--- src/hw/rtl/bpv_pkg.sv ---
// Shared types, constants and curve tables for the battery pack voltage model.
// Used by bpv_serial_alu and battery_pack_voltage_model; depends on nothing.
package bpv_pkg;

  typedef enum logic {ALU_MUL, ALU_DIV} alu_op_t;

  typedef struct packed {
    logic    start;
    alu_op_t op;
    logic [5:0] top;
  } alu_req_t;

  typedef struct packed {
    logic busy;
    logic done;
  } alu_rsp_t;

  typedef struct packed {
    logic [4:0]         knee;
    logic signed [31:0] v0;
    logic signed [31:0] vk;
    logic signed [25:0] s1;
    logic signed [25:0] s2;
  } curve_t;

  localparam logic CFG_TEMP = 1'b0;
  localparam logic CFG_STEP = 1'b1;

  localparam logic signed [63:0] ONE_Q24      = 64'sd16777216;
  localparam logic signed [63:0] V_3_0        = 64'sd50331648;
  localparam logic signed [63:0] V_2_4_NEXT   = 64'sd40265319;
  localparam logic signed [63:0] SOC_FULL     = 64'sd16106127;
  localparam logic signed [63:0] SOC_LOW_NEXT = 64'sd3355444;
  localparam logic signed [63:0] SOC_0_2      = 64'sd3355443;
  localparam logic signed [63:0] Q_0_78       = 64'sd3350074491;
  localparam logic signed [63:0] CHARGE_MAX   = 64'sd140737488355327;
  localparam logic [31:0] CHARGE_DEN  = 32'd1318359375;
  localparam logic [63:0] CHARGE_HALF = 64'd659179687;
  localparam logic [31:0] SOC_DIV     = 32'd9984;
  localparam logic [31:0] R1_SLOPE    = 32'd106184911;
  localparam logic [31:0] PACK_GAIN   = 32'd273000000;
  localparam logic [31:0] MV_DIV      = 32'd3000;
  localparam logic [18:0] PACK_MV_MAX = 19'd400000;

  function automatic curve_t curve_params(input logic [1:0] k);
    curve_t c;
    case (k)
      2'd0: c = '{5'd12, 32'sd50331648, 32'sd46976205, -26'sd299059, -26'sd2982616};
      2'd1: c = '{5'd13, 32'sd52009370, 32'sd48653926, -26'sd274586, -26'sd3019899};
      2'd2: c = '{5'd15, 32'sd53687091, 32'sd52009370, -26'sd117983, -26'sd5452595};
      default: c = '{5'd18, 32'sd55364813, 32'sd52009370, -26'sd194857, -26'sd18454938};
    endcase
    return c;
  endfunction

  function automatic logic signed [31:0] sat32(input logic signed [63:0] x);
    logic signed [31:0] r;
    if (x > 64'sd2147483647) r = 32'sh7fffffff;
    else if (x < -64'sd2147483648) r = 32'sh80000000;
    else r = x[31:0];
    return r;
  endfunction

endpackage

--- src/hw/rtl/bpv_serial_alu.sv ---
// Bit-serial multiply and restoring divide on unsigned magnitudes, one bit a cycle.
// Depends on bpv_pkg for the request and response types.
module bpv_serial_alu import bpv_pkg::*; (
  input  logic        clk,
  input  logic        rst_n,
  input  alu_req_t    req,
  input  logic [63:0] req_a,
  input  logic [31:0] req_b,
  output alu_rsp_t    rsp,
  output logic [63:0] result
);

  logic        busy_r;
  logic        done_r;
  alu_op_t     op_r;
  logic [5:0]  cnt_r;
  logic [63:0] a_r;
  logic [31:0] b_r;
  logic [63:0] acc_r;
  logic [31:0] rem_r;

  logic [32:0] rem_sh;
  logic [32:0] rem_sub;
  logic        ge;

  always_comb begin
    rem_sh  = {rem_r, a_r[cnt_r]};
    ge      = rem_sh >= {1'b0, b_r};
    rem_sub = rem_sh - {1'b0, b_r};
  end

  always_ff @(posedge clk) begin
    if (!rst_n) begin
      busy_r <= 1'b0;
      done_r <= 1'b0;
    end else begin
      done_r <= 1'b0;
      if (req.start) begin
        busy_r <= 1'b1;
        op_r   <= req.op;
        cnt_r  <= req.top;
      end else if (busy_r) begin
        cnt_r <= cnt_r - 6'd1;
        if (cnt_r == 6'd0) begin
          busy_r <= 1'b0;
          done_r <= 1'b1;
        end
      end
    end
  end

  always_ff @(posedge clk) begin
    if (req.start) begin
      a_r   <= req_a;
      b_r   <= req_b;
      acc_r <= '0;
      rem_r <= '0;
    end else if (busy_r) begin
      if (op_r == ALU_MUL) begin
        if (b_r[0]) acc_r <= acc_r + a_r;
        a_r <= a_r << 1;
        b_r <= b_r >> 1;
      end else begin
        rem_r <= ge ? rem_sub[31:0] : rem_sh[31:0];
        acc_r <= {acc_r[62:0], ge};
      end
    end
  end

  assign rsp.busy = busy_r;
  assign rsp.done = done_r;
  assign result   = acc_r;

  a_no_restart: assert property (@(posedge clk) disable iff (!rst_n) req.start |-> !busy_r)
    else $error("alu start while busy");
  a_done_after_busy: assert property (@(posedge clk) disable iff (!rst_n)
    done_r |-> $past(busy_r) && !busy_r)
    else $error("alu done without a run");
  a_rem_bound: assert property (@(posedge clk) disable iff (!rst_n)
    (busy_r && op_r == ALU_DIV) |-> rem_r < b_r)
    else $error("divider remainder out of range");

endmodule

--- config.mk ---
export PLATFORM = sky130hd
export DESIGN_NAME = bpv_serial_alu
export DESIGN_NICKNAME = d
export VERILOG_FILES = /design/src/hw/rtl/bpv_pkg.sv /design/src/hw/rtl/bpv_serial_alu.sv
export SDC_FILE = /design/constraint.sdc
export NUM_CORES = 1
export LEC_CHECK = 0
export BUFFER_PORTS_ARGS = -buffer_cell sky130_fd_sc_hd__buf_2
export CORE_UTILIZATION = 48
export CTS_BUF_LIST = sky130_fd_sc_hd__clkbuf_16
export CTS_CLUSTER_DIAMETER = 120
export DETAILED_ROUTE_END_ITERATION = 7
export MAX_ROUTING_LAYER = met4
export PLACE_DENSITY = 0.69
export REMOVE_ABC_BUFFERS = 1
export SLEW_MARGIN = 20
export SYNTH_ARGS = -nofsm -noshare
export SYNTH_HDL_FRONTEND = slang
export SYNTH_SLANG_ARGS = --single-unit
--- constraint.sdc ---
create_clock -name clk -period 10.73 [get_ports clk]
set_input_delay 2.146 -clock clk [delete_from_list [all_inputs] [get_ports clk]]
set_output_delay 2.146 -clock clk [all_outputs]
set_load 0.02 [all_outputs]
Word-level counts from Yosys, hierarchy flattened
Index checks and enable logic that the tools add are counted.

word-level totals
  output and inout port bits = 66
  logic and storage cells = 42
  input port bits = 106
  bits in registers = 201

operators by class
  add/sub/neg operators = 3
  reduce and logical (&&, ||, !) cells = 9
  bitwise gates (word level) = 2
  equality and inequality tests = 1
  magnitude comparators = 2
  mux-type cells = 17

operator list
  kind                 count
  $mux 64              5
  $mux 32              4
  $add 64x64->64       1
  $ge 33x32->1         1
  $sub 32x32->32       1
  $mux 6               2
  $reduce_and 2->1     5
  $lt 6x7->1 const B   1
  $bmux 1 s6           1
  $logic_not 6->1      1
  $sub 6x1->6 const B  1
  $mux 1               5
  $reduce_bool 2->1    2
  $reduce_or 3->1      1
  $ne 2x2->1 const B   1
  $not 1->1            2

Logic depth before layout (Yosys ltp)
Gate-level depths: netlist of the first run.

  depth after elaboration = 4
  gate-level depth with buffers = 19
  gate-level depth less buffers = 16

Worst setup path after synthesis of the first run
OpenSTA, ideal clock, no wires.

  path kind = input to register
  start = in req[7] (netlist name)
  end = reg a_r[0] (enable)
  setup slack = 5,349 ps
  arrival time = 4,928 ps
  stages = 4
  library setup time = 453 ps
  data required time = 10,277 ps
  cell sequence = clkbuf_1 -> clkbuf_1 -> clkbuf_1 -> a21o_1

on the way
  cells in the longest elaborated chain, start to end = 2

RTL lines
  item                                                              RTL line              RTL
  start, declared                                                   bpv_serial_alu.sv:6   input alu_req_t req,
  $ne 2x2->1 (no source line) or $reduce_bool 2->1 (tied branches)  -
  $reduce_and 2->1 (no source line) *                               -
  end signal, assigned                                              bpv_serial_alu.sv:54  a_r <= req_a;
  end signal, assigned                                              bpv_serial_alu.sv:61  a_r <= a_r << 1;
  end, declared                                                     bpv_serial_alu.sv:17  logic [63:0] a_r;

Every way passes the cells marked *; elsewhere a longest branch is shown, timed or not.
A chain may end at the register's enable or synchronous reset.

Worst setup path after layout of the first run
  start = reg cnt_r[1]
  end = reg rem_r[12]

on the way
  cells in the longest elaborated chain, start to end = 4

RTL lines
  item                                            RTL line                                    RTL
  start, declared                                 bpv_serial_alu.sv:16                        logic [5:0] cnt_r;
  start signal, assigned                          bpv_serial_alu.sv:41                        cnt_r <= req.top;
  start signal, assigned                          bpv_serial_alu.sv:43                        cnt_r <= cnt_r - 6'd1;
  $bmux 1 s6 *                                    bpv_serial_alu.sv:27                        rem_sh = {rem_r, a_r[cnt_r]};
  $mux 1 (not written as such) *                  bpv_serial_alu.sv:27
  $sub 32x32->32 or $ge 33x32->1 (tied branches)  bpv_serial_alu.sv:29, bpv_serial_alu.sv:28
  $mux 32 *                                       bpv_serial_alu.sv:64                        rem_r <= ge ? rem_sub[31:0] : rem_sh[31:0];
  end signal, assigned                            bpv_serial_alu.sv:64
  end, declared                                   bpv_serial_alu.sv:20                        logic [31:0] rem_r;

Every way passes the cells marked *; elsewhere a longest branch is shown, timed or not. The select of a mux whose other input is x is not followed.

==> results of run 1 <==
-- how the worst max path moves through the flow --
| stage | from | end | depth (start not counted) |
|---|---|---|---|
| 6_report | cnt_r[1]$_DFFE_PP_ | rem_r[12]$_SDFFE_PP0P_ | 16 |
| 5_1_grt | cnt_r[1]$_DFFE_PP_ | rem_r[9]$_SDFFE_PP0P_ | 16 |
| 4_1_cts | cnt_r[0]$_DFFE_PP_ | rem_r[9]$_SDFFE_PP0P_ | 16 |
| 3_5_place_dp | cnt_r[0]$_DFFE_PP_ | rem_r[9]$_SDFFE_PP0P_ | 16 |
| 3_3_place_gp | cnt_r[0]$_DFFE_PP_ | rem_r[2]$_SDFFE_PP0P_ | 16 |
| 2_1_floorplan | cnt_r[0]$_DFFE_PP_ | rem_r[28]$_SDFFE_PP0P_ | 15 |
-- cells by family after synthesis --
family          share of synthesized area [%]
compound gates                           23.3
fa+ha+maj                                8.36
xor+xnor                                 4.67
buf+inv                                  4.43
mux                                      8.58
flops                                    33.7
simple gates                             16.9
-- worst register-to-register path, delay by kind of cell, from the launching register on --
| kind | cells | cell delay, ns |
|---|---|---|
| compound gates | 7 | 1.96 |
| mux | 3 | 1.57 |
| flops | 1 | 0.85 |
| buf+inv | 2 | 0.53 |
| simple gates | 3 | 0.25 |
| fa+ha+maj | 1 | 0.17 |
-- per-stage QoR --
stage	hold WS, ns	instance area [um2]
after detailed placement	0.465	16000
after CTS	0.473	16800
after floorplan	0.443	14500
after global routing	0.494	16800
final	0.472	16800
after global placement	0.467	16000
-- report_power, final --
group	internal, W	total [W]	switching, W
Sequential	0.000887	0.000964	0.0000765
Combinational	0.000314	0.000779	0.000465
Clock	0.000478	0.000811	0.000332
Total	0.00168	0.00255	0.000874
-- sequential cells by signal, summed over array words and instances (netlist names) --
signal,flops
done_r,1
b_r,32
rem_r,32
cnt_r,6
busy_r,1
a_r,64
op_r,1
result,64
-- cells in the final DEF (no fill, tap or decap), drive strengths merged, types with 23 or more instances in the layout --
cell / instances
mux2: 63
xnor2: 52
nand2: 185
xor2: 28
edfxtp: 103
dfxtp: 98
clkbuf: 25
o21bai: 23
nand3: 29
ha: 97
a211oi: 54
nor2: 144
nand4: 23
nor3: 55
a21o: 47
buf: 183
inv: 62
a21oi: 145
o21ai: 142
-- per-layer routing --
| layer | part of all wire, % | routed length [um] |
|---|---|---|
| met1 | 45 | 19200 |
| met2 | 45 | 19400 |
| met3 | 6.4 | 2760 |
| met5 | 0 | 0 |
| met4 | 3.4 | 1450 |
-- final cells by class --
class	count	area, um2	share of cell area (%)
well taps	396	495	2.94
diodes	2	5.00	0.0297
clock buffers	24	601	3.57
flip-flops and latches	201	5050	30.0
repair buffers	184	970	5.76
clock inverters	20	179	1.06
inverters	59	221	1.32
multi-input cells	1347	9300	55.3
==> results.json, run 1 <==
{
  "status": "finished, final reports clean",
  "setup_viol": 0,
  "synth_warnings": 0,
  "fp.dieW_um": 179,
  "use_met3_pct": 4.66,
  "cp_data_arrival_time_ns": 5.86,
  "cts_sinks": 201,
  "hold_start": "rem_r[1]$_SDFFE_PP0P_",
  "cts_root_buf": "clkbuf_16",
  "slew_viol_final": 0,
  "fin_tns_setup_ns": 0,
  "wire_per_inst_um": 19.2,
  "crit_slowest_cell": "edfxtp_1",
  "worst_pin_slew_ns": 1.07,
  "r2r_cells": 16,
  "path_max_fanout": 31,
  "dr_total_vias": 13400,
  "power_w": 0.00255,
  "cap_violations": 0,
  "cts_tree": "built",
  "synth-edff-count": 103,
  "cts_buffer_depth": 3,
  "p_leak_nw": 6.96,
  "synth_top_area_cell": "edfxtp_1",
  "grt_first_pass_wirelength_um": 67600,
  "via_per_inst": 6.02,
  "async_reset_ff_share_pct": 0,
  "coreArea_um2": 30700,
  "synth.distinct_cells": 89,
  "cts_setup_buffers": 0,
  "hold_depth": 2,
  "whs_endpoint": "rem_r[1]$_SDFFE_PP0P_",
  "cpPeakStageDelay_ns": 0.85,
  "area_growth_pct": 12.3,
  "grt.busiest_layer": "met2",
  "r2r-end": "rem_r[12]$_SDFFE_PP0P_",
  "worstSetupStartpointType": "flip-flop",
  "place_inst": 2186,
  "final_util_pct": 54.9,
  "use_met1_pct": 36.4,
  "htree_levels": 1,
  "num-nets-final": 2022,
  "antenna_found_initial": 2,
  "wirelength_um": 42800,
  "synthTopCellsByCount": "nand2_1, nor2_1, a21oi_1, o21ai_0, edfxtp_1",
  "worst-path-buf-inv": 2,
  "core.rowCount": 64,
  "rrSetupSlack_ns": 5.29,
  "slew_headroom_pct": 28.9,
  "syn-instance-count": 1710,
  "path_clk_slew_ns": 0.06,
  "stdcell_count": 2233,
  "grtUsageMet2_pct": 42.7,
  "drive_gt1_share_pct": 18.4,
  "finalHoldViolCount": 0,
  "yosys.cell_count.top_type": "nand2_1",
  "die_area_um2": 31900,
  "end_kind": "flip-flop",
  "skew_ns": 0.0146,
  "drt_iter0_drc": 999,
  "pre_cts_ws_ns": 5.05,
  "syn_area_per_cell_um2": 8.76,
  "dieHeight_um": 179,
  "finalWorstPathRequiredPeriod_ns": 5.44,
  "hold_path.class": "flip-flop to flip-flop",
  "dp_hpwl_um": 32000,
  "cp_top_family": "compound AO/OA/AOI/OAI gates",
  "cp_cell_sequence": "mux4_2 > mux4_2 > mux4_2 > inv_1 > ha_1 > nor2b_1 > o31a_1 > o21ai_1 > o21ai_1 > a22oi_1 > o21ai_1 > a21oi_4 > buf_4 > nor2_1 > a211oi_1 > nor3_1",
  "reg2reg_from": "cnt_r[1]$_DFFE_PP_",
  "grt_setup_unrepaired": "no",
  "num_io_pins": 172,
  "clock_latency_ns": 0.54,
  "gr-total-overflow": 0,
  "post-route-drc-count": 0,
  "synth_top_cell_area_share_pct": 20.6,
  "ys.flop_type": "edfxtp_1",
  "power.density_nw_per_um2": 152,
  "initial_utilization_pct": 48.9,
  "vdd_drop_max_mv": 0.122,
  "numPortBuffers": 171,
  "grt_max_degree": 72,
  "fin_ws_ns": 5.29,
  "hold_buffers": 0,
  "grt_pass1_vias": 12600,
  "cts_buffers": 24,
  "cts_resized": 0,
  "dr.pass1.iters": 8,
  "gp_congestion": 0.942,
  "synth_area_leaders": "edfxtp_1, dfxtp_1, ha_1",
  "track_usage_pct": 27.5,
  "ys_ff_latch": 201,
  "crit_required_ns": 11.15,
  "ant_nets": 0,
  "nFillCells": 2848,
  "max_clock_freq_mhz": 184,
  "worstSetupPathType": "flip-flop to flip-flop",
  "post-route-period-util_pct": 50.7,
  "ys_seq_area_share_pct": 33.7,
  "synthesis.area_um2": 15000
}
No activity file was read; power rests on OpenSTA's default activity.
==> run 2, diff against run 1 <==
--- a/config.mk
+++ b/config.mk
@@ -11,7 +11,7 @@
 export CTS_CLUSTER_DIAMETER = 120
 export DETAILED_ROUTE_END_ITERATION = 7
 export MAX_ROUTING_LAYER = met4
-export PLACE_DENSITY = 0.69
+export PLACE_DENSITY = 0.71
 export REMOVE_ABC_BUFFERS = 1
 export SLEW_MARGIN = 20
 export SYNTH_ARGS = -nofsm -noshare
==> constraint.sdc (replaced) <==
create_clock -name clk -period 4.85 [get_ports clk]
set_input_delay 0.97 -clock clk [delete_from_list [all_inputs] [get_ports clk]]
set_output_delay 0.97 -clock clk [all_outputs]
set_load 0.02 [all_outputs]
==> run 2 against run 1 <==
Critical path depth unchanged. Non-clock buffer count increased by 3. Sequential share of layout area decreased by 0.14 points. Hold slack improved by 0.015 ns. Highest routed layer unchanged. Die area unchanged. Critical path type unchanged. Combinational power increased by 130%. Sequential power increased by 120%. Total power increased by 120%. Largest power group unchanged. Routed wire length increased by 0.55%.
==> results.json, run 2 (synthesis gave the netlist of run 1 again) <==
{
  "pre_cts_ws_ns": 0.0101,
  "max_clock_freq_mhz": 217,
  "vdd_drop_max_mv": 0.245,
  "cp_num_cells": 16,
  "cts_buffers": 24,
  "drt_iter0_drc": 971,
  "dr_total_vias": 13400,
  "p_comb_share_pct": 31.1,
  "drive_gt1_share_pct": 18.7,
  "place_inst": 2189,
  "skew_ns": 0.0123,
  "final_cell_mix": "nand2_1, buf_2, nor2_1, a21oi_1, o21ai_0",
  "fin_ws_ns": 0.252,
  "setup_viol": 0,
  "crit_top_cell": "mux4_2",
  "clock_latency_ns": 0.54,
  "grt_first_pass_wirelength_um": 67100,
  "slew_headroom_pct": 30.3,
  "end_kind": "flip-flop",
  "via_per_inst": 5.99,
  "status": "finished, final reports clean",
  "crit_slowest_cell": "mux4_2",
  "track_usage_pct": 27.4,
  "seq_power_share_pct": 37.1,
  "worst-path-buf-inv": 2,
  "p_switching_w": 0.00196,
  "netSwitchingFraction_pct": 34.5,
  "die_area_um2": 31900,
  "post-route-period-util_pct": 94.8,
  "reg2reg_from": "cnt_r[0]$_DFFE_PP_",
  "cp_data_arrival_time_ns": 5.01,
  "area_growth_pct": 12.8,
  "worstSetupStartpoint": "cnt_r[0]$_DFFE_PP_",
  "gr-total-overflow": 0,
  "p_int_w": 0.00372,
  "cts_sinks": 201,
  "fp.dieW_um": 179,
  "grt_max_degree": 127,
  "dp_hpwl_um": 31500,
  "wirelength_um": 43000,
  "finalWorstPathRequiredPeriod_ns": 4.60,
  "path_clk_slew_ns": 0.06,
  "hold_depth": 2,
  "hold_path.class": "flip-flop to flip-flop",
  "worstSetupStartpointType": "flip-flop",
  "cp_cell_sequence": "buf_12 > mux4_2 > mux4_2 > mux4_2 > inv_1 > ha_1 > nor2b_1 > o31a_1 > o31ai_1 > o21ai_0 > a21oi_2 > o21ai_0 > xnor2_1 > nor2_1 > a211oi_1 > nor3_1",
  "gp_congestion": 0.914,
  "power_w": 0.00568,
  "clock_power_share_pct": 31.8,
  "whs_ns": 0.487,
  "finalHoldViolCount": 0,
  "htree_levels": 1,
  "num-nets-final": 2025,
  "crit_required_ns": 5.26,
  "slew_viol_final": 0,
  "power.density_nw_per_um2": 336,
  "cpPeakStageDelay_ns": 0.57,
  "endpoint": "rem_r[23]$_SDFFE_PP0P_",
  "path_max_fanout": 15,
  "cap_violations": 0,
  "core.rowCount": 64,
  "ant_nets": 0,
  "worstSetupPathType": "flip-flop to flip-flop",
  "antenna_found_initial": 0,
  "cts_buffer_depth": 3,
  "num_io_pins": 172,
  "wire_per_inst_um": 19.3,
  "antennaDiodeCount": 0,
  "dr.pass1.iters": 6,
  "fin_tns_setup_ns": 0,
  "cts_tree": "built",
  "post-route-drc-count": 0,
  "stdcell_count": 2234,
  "rrSetupSlack_ns": 0.25,
  "coreArea_um2": 30700,
  "layout.cells.most_common": "nand2_1",
  "grt_pass1_vias": 12600,
  "dieHeight_um": 179,
  "r2r_cells": 16,
  "grt_setup_unrepaired": "no",
  "cp_top_family": "multiplexers",
  "r2r-end": "rem_r[23]$_SDFFE_PP0P_",
  "initial_utilization_pct": 48.9,
  "p_leak_nw": 7.01,
  "worst_pin_slew_ns": 1.04,
  "numPortBuffers": 171,
  "cts_root_buf": "clkbuf_16"
}
==> run 2: worst min-delay path by stage <==
stage / startpoint / endpoint
floorplan: rem_r[1]$_SDFFE_PP0P_ / rem_r[1]$_SDFFE_PP0P_
global placement: rem_r[1]$_SDFFE_PP0P_ / rem_r[1]$_SDFFE_PP0P_
detailed placement: rem_r[1]$_SDFFE_PP0P_ / rem_r[1]$_SDFFE_PP0P_
CTS: rem_r[1]$_SDFFE_PP0P_ / rem_r[1]$_SDFFE_PP0P_
global route: rem_r[1]$_SDFFE_PP0P_ / rem_r[1]$_SDFFE_PP0P_
finish: rem_r[1]$_SDFFE_PP0P_ / rem_r[1]$_SDFFE_PP0P_
==> run 2: cell type report <==
type                    count  area (um2)
clock buffers              24         601
clock inverters            20         173
multi-input cells        1347        9330
fillers                  2854       13800
inverters                  59         221
repair buffers            187        1030
flip-flops and latches    201        5050
well taps                 396         495
==> run 2: per-stage QoR <==
step	cell area [um2]	utilization [%]
floorplan	14500	-
global placement	16100	52.4
detailed placement	16100	52.4
CTS	16800	54.9
global route	16900	55.1
finish	16900	55.1
==> run 2: power groups by stage <==
stage	clock [W]	combinational [W]	sequential [W]
after global placement	0	0.00171	0.00214
after floorplan	0	0.00120	0.00216
after global routing	0.00189	0.00194	0.00213
final	0.00181	0.00177	0.00211
after CTS	0.00183	0.00174	0.00211
after detailed placement	0	0.00173	0.00214
==> run 2: repair_timing <==
item | in CTS | in global routing
cloned | 0 | 0
setup buffers | 0 | 1
resized for setup | 1 | 11
hold buffers | 0 | 0
endpoints found under the setup margin | 2 | 31
pin swaps | 0 | 1
==> run 2: metal layers <==
metal	track usage [%]	wire, um	vias to the layer above
met3	2.63	2250	56
met5	-	0	-
met1	36.9	19700	6388
met4	8.09	1150	0
li1	-	-	6544
met2	43.5	20000	391
==> run 2: worst reg2reg max path, stage by stage, from the launching register on <==
cell and delay [ns]:
edfxtp_1 0.41, buf_12 0.22, mux4_2 0.59, mux4_2 0.51
mux4_2 0.52, inv_1 0.08, ha_1 0.18, nor2b_1 0.07
o31a_1 0.28, o31ai_1 0.31, o21ai_0 0.30, a21oi_2 0.30
o21ai_0 0.20, xnor2_1 0.20, nor2_1 0.06, a211oi_1 0.18
nor3_1 0.08
